==> config.mk <==
export PLATFORM = sky130hd
export DESIGN_NAME = length_prefixed_deframer_flat
export DESIGN_NICKNAME = d
export VERILOG_FILES = /design/src/design/lpd_pkg.sv /design/src/design/lpd_interfaces.sv /design/src/design/lpd_input_stage.sv /design/src/design/lpd_frame_core.sv /design/src/design/length_prefixed_deframer.sv /design/src/flat_wrapper.sv
export VERILOG_INCLUDE_DIRS = /design/src /design/src/design
export SDC_FILE = /design/constraint.sdc
export NUM_CORES = 1
export LEC_CHECK = 0
export ABC_AREA = 1
export BUFFER_PORTS_ARGS = -buffer_cell sky130_fd_sc_hd__buf_2
export CORE_ASPECT_RATIO = 0.9
export CORE_MARGIN = 3
export CORE_UTILIZATION = 30
export CTS_CLUSTER_DIAMETER = 60
export DETAILED_ROUTE_END_ITERATION = 6
export GPL_TIMING_DRIVEN = 1
export SETUP_SLACK_MARGIN = 0.5
export SLEW_MARGIN = 20
export SYNTH_ARGS = -nofsm -noshare
export SYNTH_HDL_FRONTEND = slang
export SYNTH_HIERARCHICAL = 1
export SYNTH_SLANG_ARGS = --single-unit
==> constraint.sdc <==
create_clock -name clk -period 2.7 [get_ports clk]
set_input_delay 0.54 -clock clk [delete_from_list [all_inputs] [get_ports clk]]
set_output_delay 0.54 -clock clk [all_outputs]
set_load 0.01 [all_outputs]
==> src/design/length_prefixed_deframer_macros.svh <==
// Assertion macros used by the deframer frame core.
// Depends on nothing; each macro collapses to nothing under SYNTHESIS.
`ifndef LENGTH_PREFIXED_DEFRAMER_MACROS_SVH
`define LENGTH_PREFIXED_DEFRAMER_MACROS_SVH

`ifndef SYNTHESIS
`define LPD_ASSERT_SAME(label, clk, rst_n, ante, cons) \
    label: assert property (@(posedge clk) disable iff (!rst_n) (ante) |-> (cons)) \
        else $error("deframer assertion failed");
`define LPD_ASSERT_NEXT(label, clk, rst_n, ante, cons) \
    label: assert property (@(posedge clk) disable iff (!rst_n) (ante) |=> (cons)) \
        else $error("deframer assertion failed");
`else
`define LPD_ASSERT_SAME(label, clk, rst_n, ante, cons)
`define LPD_ASSERT_NEXT(label, clk, rst_n, ante, cons)
`endif

`endif

==> src/design/lpd_pkg.sv <==
// Shared types and constants of the length-prefixed deframer.
// Depends on nothing.
`timescale 1ns / 1ps

package lpd_pkg;

    localparam int HEADER_BYTES = 6;
    localparam int BYTE_W = 8;
    localparam int LEN_W = 32;
    localparam int POS_W = 3;

    localparam logic [LEN_W-1:0] MAX_PAYLOAD_RESET = 32'd1048576;

    localparam logic [POS_W-1:0] POS_CHANNEL = 3'd0;
    localparam logic [POS_W-1:0] POS_FLAGS   = 3'd1;
    localparam logic [POS_W-1:0] POS_LEN0    = 3'd2;
    localparam logic [POS_W-1:0] POS_LEN1    = 3'd3;
    localparam logic [POS_W-1:0] POS_LEN2    = 3'd4;
    localparam logic [POS_W-1:0] POS_LEN3    = 3'd5;
    localparam logic [POS_W-1:0] POS_PAYLOAD = POS_W'(HEADER_BYTES);

    typedef enum logic [1:0] {
        ST_PAYLOAD = 2'd0,
        ST_EMPTY   = 2'd1,
        ST_ERROR   = 2'd2
    } status_t;

    typedef struct packed {
        logic              valid;
        logic [BYTE_W-1:0] byte_value;
    } item_t;

endpackage

==> src/design/lpd_interfaces.sv <==
// Valid/ready channel interfaces for the byte stream and the result stream.
// Depends on lpd_pkg.
`timescale 1ns / 1ps

interface lpd_byte_if;
    import lpd_pkg::*;

    logic              valid;
    logic              ready;
    logic [BYTE_W-1:0] byte_value;

    modport source (output valid, output byte_value, input ready);
    modport sink (input valid, input byte_value, output ready);
endinterface

interface lpd_result_if;
    import lpd_pkg::*;

    logic              valid;
    logic              ready;
    status_t           status;
    logic [BYTE_W-1:0] channel;
    logic [BYTE_W-1:0] flags;
    logic [BYTE_W-1:0] data_byte;
    logic              last;

    modport source (output valid, output status, output channel, output flags,
                    output data_byte, output last, input ready);
    modport sink (input valid, input status, input channel, input flags,
                  input data_byte, input last, output ready);
endinterface

==> src/design/lpd_input_stage.sv <==
// Input register of the deframer: captures one byte per transfer.
// Depends on lpd_pkg and lpd_byte_if.
`timescale 1ns / 1ps

module lpd_input_stage (
    input  logic          clk,
    input  logic          rst_n,
    lpd_byte_if.sink      stream,
    input  logic          advance,
    output lpd_pkg::item_t item
);
    import lpd_pkg::*;

    logic              valid_reg;
    logic [BYTE_W-1:0] byte_reg;
    logic              take;

    assign stream.ready = !valid_reg || advance;
    assign take = stream.valid && stream.ready;

    always_ff @(posedge clk or negedge rst_n)
    begin
        if (!rst_n)
        begin
            valid_reg <= 1'b0;
        end
        else if (take)
        begin
            valid_reg <= 1'b1;
        end
        else if (advance)
        begin
            valid_reg <= 1'b0;
        end
    end

    always_ff @(posedge clk)
    begin
        if (take)
        begin
            byte_reg <= stream.byte_value;
        end
    end

    assign item.valid = valid_reg;
    assign item.byte_value = byte_reg;

endmodule

==> src/design/lpd_frame_core.sv <==
// Frame decoding state and the result register of the deframer.
// Depends on lpd_pkg, lpd_result_if and the assertion macro header.
`timescale 1ns / 1ps
`include "length_prefixed_deframer_macros.svh"

module lpd_frame_core (
    input  logic                      clk,
    input  logic                      rst_n,
    input  logic                      cfg_we,
    input  logic [lpd_pkg::LEN_W-1:0] cfg_wdata,
    input  lpd_pkg::item_t            item,
    output logic                      advance,
    lpd_result_if.source              result
);
    import lpd_pkg::*;

    logic [LEN_W-1:0]  max_payload_reg;
    logic [POS_W-1:0]  pos_reg, pos_next;
    logic [BYTE_W-1:0] chan_reg, chan_next;
    logic [BYTE_W-1:0] flags_reg, flags_next;
    logic [LEN_W-1:0]  len_reg, len_next;
    logic [LEN_W-1:0]  left_reg, left_next;
    logic              stuck_reg, stuck_next;

    logic              produce;
    status_t           st;
    logic [BYTE_W-1:0] dat;
    logic              lst;
    logic [POS_W-1:0]  hdr_pos;
    logic [LEN_W-1:0]  full_len;
    logic              out_free;

    logic              out_valid_reg;
    status_t           out_status_reg;
    logic [BYTE_W-1:0] out_chan_reg;
    logic [BYTE_W-1:0] out_flags_reg;
    logic [BYTE_W-1:0] out_data_reg;
    logic              out_last_reg;

    assign full_len = {item.byte_value, len_reg[LEN_W-BYTE_W-1:0]};

    always_comb
    begin
        pos_next = pos_reg;
        chan_next = chan_reg;
        flags_next = flags_reg;
        len_next = len_reg;
        left_next = left_reg;
        stuck_next = stuck_reg;
        produce = 1'b0;
        st = ST_PAYLOAD;
        dat = '0;
        lst = 1'b0;
        hdr_pos = pos_reg;

        if (stuck_reg)
        begin
            produce = 1'b1;
            st = ST_ERROR;
        end
        else if (pos_reg == POS_PAYLOAD && left_reg != '0)
        begin
            left_next = left_reg - LEN_W'(1);
            produce = 1'b1;
            dat = item.byte_value;
            if (left_reg == LEN_W'(1))
            begin
                pos_next = POS_CHANNEL;
                lst = 1'b1;
            end
        end
        else
        begin
            if (pos_reg >= POS_PAYLOAD)
            begin
                hdr_pos = POS_CHANNEL;
            end
            case (hdr_pos)
                POS_CHANNEL:
                begin
                    chan_next = item.byte_value;
                    pos_next = POS_FLAGS;
                end
                POS_FLAGS:
                begin
                    flags_next = item.byte_value;
                    len_next = '0;
                    pos_next = POS_LEN0;
                end
                POS_LEN0:
                begin
                    len_next[7:0] = item.byte_value;
                    pos_next = POS_LEN1;
                end
                POS_LEN1:
                begin
                    len_next[15:8] = item.byte_value;
                    pos_next = POS_LEN2;
                end
                POS_LEN2:
                begin
                    len_next[23:16] = item.byte_value;
                    pos_next = POS_LEN3;
                end
                default:
                begin
                    len_next = full_len;
                    if (full_len > max_payload_reg)
                    begin
                        stuck_next = 1'b1;
                        pos_next = POS_CHANNEL;
                        produce = 1'b1;
                        st = ST_ERROR;
                    end
                    else if (full_len == '0)
                    begin
                        pos_next = POS_CHANNEL;
                        produce = 1'b1;
                        st = ST_EMPTY;
                        lst = 1'b1;
                    end
                    else
                    begin
                        left_next = full_len;
                        pos_next = POS_PAYLOAD;
                    end
                end
            endcase
        end
    end

    assign out_free = !out_valid_reg || result.ready;
    assign advance = item.valid && (!produce || out_free);

    always_ff @(posedge clk or negedge rst_n)
    begin
        if (!rst_n)
        begin
            max_payload_reg <= MAX_PAYLOAD_RESET;
        end
        else if (cfg_we)
        begin
            max_payload_reg <= cfg_wdata;
        end
    end

    always_ff @(posedge clk or negedge rst_n)
    begin
        if (!rst_n)
        begin
            pos_reg <= POS_CHANNEL;
            chan_reg <= '0;
            flags_reg <= '0;
            len_reg <= '0;
            left_reg <= '0;
            stuck_reg <= 1'b0;
        end
        else if (advance)
        begin
            pos_reg <= pos_next;
            chan_reg <= chan_next;
            flags_reg <= flags_next;
            len_reg <= len_next;
            left_reg <= left_next;
            stuck_reg <= stuck_next;
        end
    end

    always_ff @(posedge clk or negedge rst_n)
    begin
        if (!rst_n)
        begin
            out_valid_reg <= 1'b0;
        end
        else if (advance && produce)
        begin
            out_valid_reg <= 1'b1;
        end
        else if (result.ready)
        begin
            out_valid_reg <= 1'b0;
        end
    end

    always_ff @(posedge clk)
    begin
        if (advance && produce)
        begin
            out_status_reg <= st;
            out_chan_reg <= chan_next;
            out_flags_reg <= flags_next;
            out_data_reg <= dat;
            out_last_reg <= lst;
        end
    end

    assign result.valid = out_valid_reg;
    assign result.status = out_status_reg;
    assign result.channel = out_chan_reg;
    assign result.flags = out_flags_reg;
    assign result.data_byte = out_data_reg;
    assign result.last = out_last_reg;

    `LPD_ASSERT_NEXT(a_stuck_holds, clk, rst_n, stuck_reg, stuck_reg)
    `LPD_ASSERT_SAME(a_stuck_gives_error, clk, rst_n, advance && stuck_reg,
                     produce && st == ST_ERROR)
    `LPD_ASSERT_SAME(a_left_only_in_payload, clk, rst_n, left_reg != '0,
                     pos_reg == POS_PAYLOAD)
    `LPD_ASSERT_SAME(a_last_not_error, clk, rst_n, out_valid_reg && out_last_reg,
                     out_status_reg != ST_ERROR)

endmodule

==> src/design/length_prefixed_deframer.sv <==
// A result is valid once its byte has passed the input register and then the result register.
// Throughput: one byte per cycle unless result.ready stalls; the registers decouple the sides.
// Header bytes and a payload counter decrement are each handled in one pass of logic.
// Reset (rst_n, asynchronous, active low) clears the header position and the sticky error.
// Reset also restores the maximum payload register to 1048576.
`timescale 1ns / 1ps

module length_prefixed_deframer (
    input  logic                      clk,
    input  logic                      rst_n,
    input  logic                      cfg_we,
    input  logic [lpd_pkg::LEN_W-1:0] cfg_wdata,
    lpd_byte_if.sink                  stream,
    lpd_result_if.source              result
);
    import lpd_pkg::*;

    item_t item;
    logic  advance;

    lpd_input_stage u_input (
        .clk     (clk),
        .rst_n   (rst_n),
        .stream  (stream),
        .advance (advance),
        .item    (item)
    );

    lpd_frame_core u_core (
        .clk       (clk),
        .rst_n     (rst_n),
        .cfg_we    (cfg_we),
        .cfg_wdata (cfg_wdata),
        .item      (item),
        .advance   (advance),
        .result    (result)
    );

endmodule
==> src/flat_wrapper.sv <==
// flat-port wrapper written by rule: the top's interface ports become plain ports
module length_prefixed_deframer_flat import lpd_pkg::*;
  (clk, rst_n, cfg_we, cfg_wdata, stream_valid, stream_byte_value, stream_ready, result_valid, result_status, result_channel, result_flags, result_data_byte, result_last, result_ready);
  lpd_byte_if stream_i ();
  lpd_result_if result_i ();
  input  logic clk;
  input  logic rst_n;
  input  logic cfg_we;
  input  logic [lpd_pkg::LEN_W-1:0] cfg_wdata;
  input wire logic [$bits(stream_i.valid)-1:0] stream_valid;
  input wire logic [$bits(stream_i.byte_value)-1:0] stream_byte_value;
  output wire logic [$bits(stream_i.ready)-1:0] stream_ready;
  output wire logic [$bits(result_i.valid)-1:0] result_valid;
  output wire logic [$bits(result_i.status)-1:0] result_status;
  output wire logic [$bits(result_i.channel)-1:0] result_channel;
  output wire logic [$bits(result_i.flags)-1:0] result_flags;
  output wire logic [$bits(result_i.data_byte)-1:0] result_data_byte;
  output wire logic [$bits(result_i.last)-1:0] result_last;
  input wire logic [$bits(result_i.ready)-1:0] result_ready;
  assign stream_i.valid = stream_valid;
  assign stream_i.byte_value = stream_byte_value;
  assign stream_ready = stream_i.ready;
  assign result_valid = result_i.valid;
  assign result_status = result_i.status;
  assign result_channel = result_i.channel;
  assign result_flags = result_i.flags;
  assign result_data_byte = result_i.data_byte;
  assign result_last = result_i.last;
  assign result_i.ready = result_ready;
  length_prefixed_deframer u_core (.clk(clk), .rst_n(rst_n), .cfg_we(cfg_we), .cfg_wdata(cfg_wdata), .stream(stream_i), .result(result_i));
endmodule
==> run_results.csv <==
group,metric,value,unit
synth,synthCells,961,
die,core_area,24730,um^2
synth,netlist_top_cells_area,"dfrtp_1 (35%), nand2_1 (15%), edfxtp_1 (14%)",
worst_setup_path,worst-path-max-fanout,4,
synth,yosysWarningCount,6,
worst_setup_path,worstReg2RegEnd,"u_core/u_core/left_reg[30]",
run_status,outcome,"complete, but fails checks",
die,rows,54,
die,die_h,158.0,um
routing,via_per_inst,4.844,
run_status,violations,"negative setup slack",
clocking,cts_tree,"yes",
worst_setup_path,r2r_cells,19,
die,initial_core_util,0.3115,
timing,setup_slack,-0.2242,ns
timing,post-route-min-period,2.924,ns
worst_setup_path,cpMostUsedCell,"nor2_1",
synth,yosysSeqAreaShare,0.4940,
power,ir_worst_vdd,415.4,uV
power,swShare,0.2536,
timing,fin_crit_sh,1.083,
worst_setup_path,critical_path_required,2.16,ns
timing,tightest_slew,0.6071,ns
synth,synth_cell_types,37,
power,p_leak,5.282,nW
synth,syn_area,7702,um^2
power,p_int,4.236,mW
layout,utilization,0.4269,
worst_setup_path,slowest_stage,"dfrtp_2",
clocking,cts_sinks,145,
clocking,cts_buffers,17,
worst_setup_path,path_buf_inv,2,
layout,mostFrequentLayoutCell,"nand2_1",
clocking,cts_root_buf,"clkbuf_16",
routing,route.detailed.drc,0,
layout,diodes,0,
worst_setup_path,crit_arrival,2.38,ns
layout,n_fill_cell,2431,
timing,slew_headroom,0.5938,
clocking,cts_buffer_depth,2,
routing,num_vias,7101,
global_route,grt_usage,0.1666,
synth,ys_ff_latch,145,
power,power_switching,1.439,mW
power,pwr-share-clk,0.425,
worst_setup_path,worstSetupPathType,"flop to output pin",
routing,wl_per_cell,15.68,um
layout,final_cell_mix,"nand2_1 (296), dfrtp_1 (107), nor2_1 (82), o21ai_0 (82), inv_1 (76)",
timing,slew_viol_final,0,
routing,first_pass_iters,6,
place,gp_congestion,0.8892,
power,seq_power_share,0.422,
global_route,antenna_found_initial,0,
place,io_buffers,73,
power,power_density,537.6,nW/um^2
die,ios,74,
timing,hold_viol,0,
timing,fmax,342.0,MHz
clocking,postCtsHoldBufs,0,
timing,rsz0062_at_grt,"yes",
worst_setup_path,cpPeakStageDelay,0.43,ns
worst_setup_path,crit_chain,"ha_1, nand2_1, nor2_1, nor2_1, nand3_1, a21oi_2, nand2_2, nand3_2, nand3_4, a21oi_4, inv_4, nand2_4, buf_6",
synth,synth_nets,1040,
place,dp_hpwl,14830,um
layout,area_growth_syn_to_layout,37.07,%
layout,nets,1196,
global_route,grt_max_degree,47,
power,combPwrFrac,0.153,
global_route,grt_pass1_wl,36440,um
flow_run,cap_violations,0,
synth,synth_top_area_share,0.3541,
synth,synth_area_leader_cell,"dfrtp_1",
worst_setup_path,start_kind,"flop",
worst_setup_path,worstSetupEndpointType,"output pin",
routing,antenna_left,0,
worst_setup_path,reg2reg_from,"u_core/u_core/len_reg[23]",
synth,avgSynthCellArea,8.015,um^2
timing,setup_viol,99,
routing,dr.first_iter.drc_count,646,
timing,skew,0.007494,ns
die,fp.dieW,174.9,um
clocking,cts.clk_slew.worst_paths,0.06,ns
die,dieArea,27640,um^2
layout,drive_above_1_share,0.2655,
min_path,hold_path_class,"primary input to async pin",
timing,tns,-9.523,ns
worst_setup_path,crit_family,"simple AND/OR/NAND/NOR gates",
routing,totalWireLength,22980,um
global_route,grt_overflow,0,
worst_setup_path,rrSetupSlack,-0.19,ns
global_route,grt_pass1_vias,7009,
clocking,worstSkewPairLatency,0.42,ns
clocking,htreeDepth,4,
-- cell usage after synthesis (all sizes together) --
library cell	count
nand2	318
dfrtp	109
nor2	100
o21ai	100
inv	87
nand3	53
edfxtp	35
ha	34
a21oi	19
buf	19
nand4	18
clkbuf	15
xor2	12
nor4	11
nor3	6
xnor2	6
or2	4
a21o	2
a31oi	2
nor3b	2
o31ai	2
a21boi	1
a22oi	1
dfstp	1
mux2	1
nand3b	1
o21a	1
o22ai	1
-- kinds of logic after synthesis --
family                   after synthesis  share of synthesized area
XOR/XNOR                              18                    0.02047
AND/OR/NAND/NOR                      513                     0.2781
adder cells (fa/ha/maj)               34                    0.05523
flip-flops                           145                     0.4940
buffers and inverters                121                    0.06270
AO/OA/AOI/OAI                        129                    0.08805
multiplexers                           1                   0.001462
-- power by group through the flow --
stage | Clock (mW) | Combinational, mW | Sequential [mW]
finish | 2.41 | 0.868 | 2.40
global route | 2.57 | 0.942 | 2.41
CTS | 2.45 | 0.815 | 2.40
detailed placement | 0 | 0.562 | 2.44
global placement | 0 | 0.552 | 2.44
floorplan | 0 | 0.270 | 2.46
-- layout make-up --
cell class / count / area [um^2] / area share
Multi-Input combinational cell: 696 / 3849 / 0.3645
Sequential cell: 145 / 3807 / 0.3606
Timing Repair Buffer: 170 / 1545 / 0.1464
Clock inverter: 14 / 161.4 / 0.01529
Inverter: 87 / 335.3 / 0.03176
Tap cell: 336 / 420.4 / 0.03982
Clock buffer: 18 / 439.2 / 0.04160
-- stage by stage --
step | setup WS (ns) | instance area, um^2 | std cells | hold slack (ns) | total power, mW
floorplan | 0.1488 | 7769 | 961 | 0.2444 | 2.729
global placement | 0.01646 | 8836 | 1383 | 0.4613 | 2.989
detailed placement | -0.02245 | 8836 | 1383 | 0.4653 | 3.001
CTS | -0.2072 | 10100 | 1445 | 0.1041 | 5.661
global route | -0.3286 | 10560 | 1466 | 0.1175 | 5.916
finish | -0.2242 | 10560 | 1466 | 0.08744 | 5.675
-- worst max path at each step --
stage,to,start,cells past startpoint,slack [ns]
6_report,stream_ready,u_core/u_core/len_reg[23],13,-0.22
5_1_grt,stream_ready,u_core/u_core/left_reg[1],15,-0.33
4_1_cts,stream_ready,u_core/u_core/max_payload_reg[20],13,-0.21
3_5_place_dp,u_core/u_core/left_reg[12],u_core/u_core/max_payload_reg[20],15,-0.02
3_3_place_gp,u_core/u_core/left_reg[31],u_core/u_core/max_payload_reg[20],15,0.02
2_1_floorplan,stream_ready,u_core/u_core/left_reg[0],15,0.15
-- timing repair --
action                     4_1_cts  5_1_grt
buffers inserted                17       20
setup endpoints to repair      139      139
cloned                          13        1
gates resized for setup         65       74
pin swaps                       10       25
-- routing by layer --
metal,track usage,vias up,part of all wire
met2,0.2746,266,0.47
li1,-,3454,-
met5,0,-,0
met4,0.05165,0,0.022
met1,0.2210,3344,0.44
met3,0.03597,37,0.065
Power figures use the tool's default switching activity.
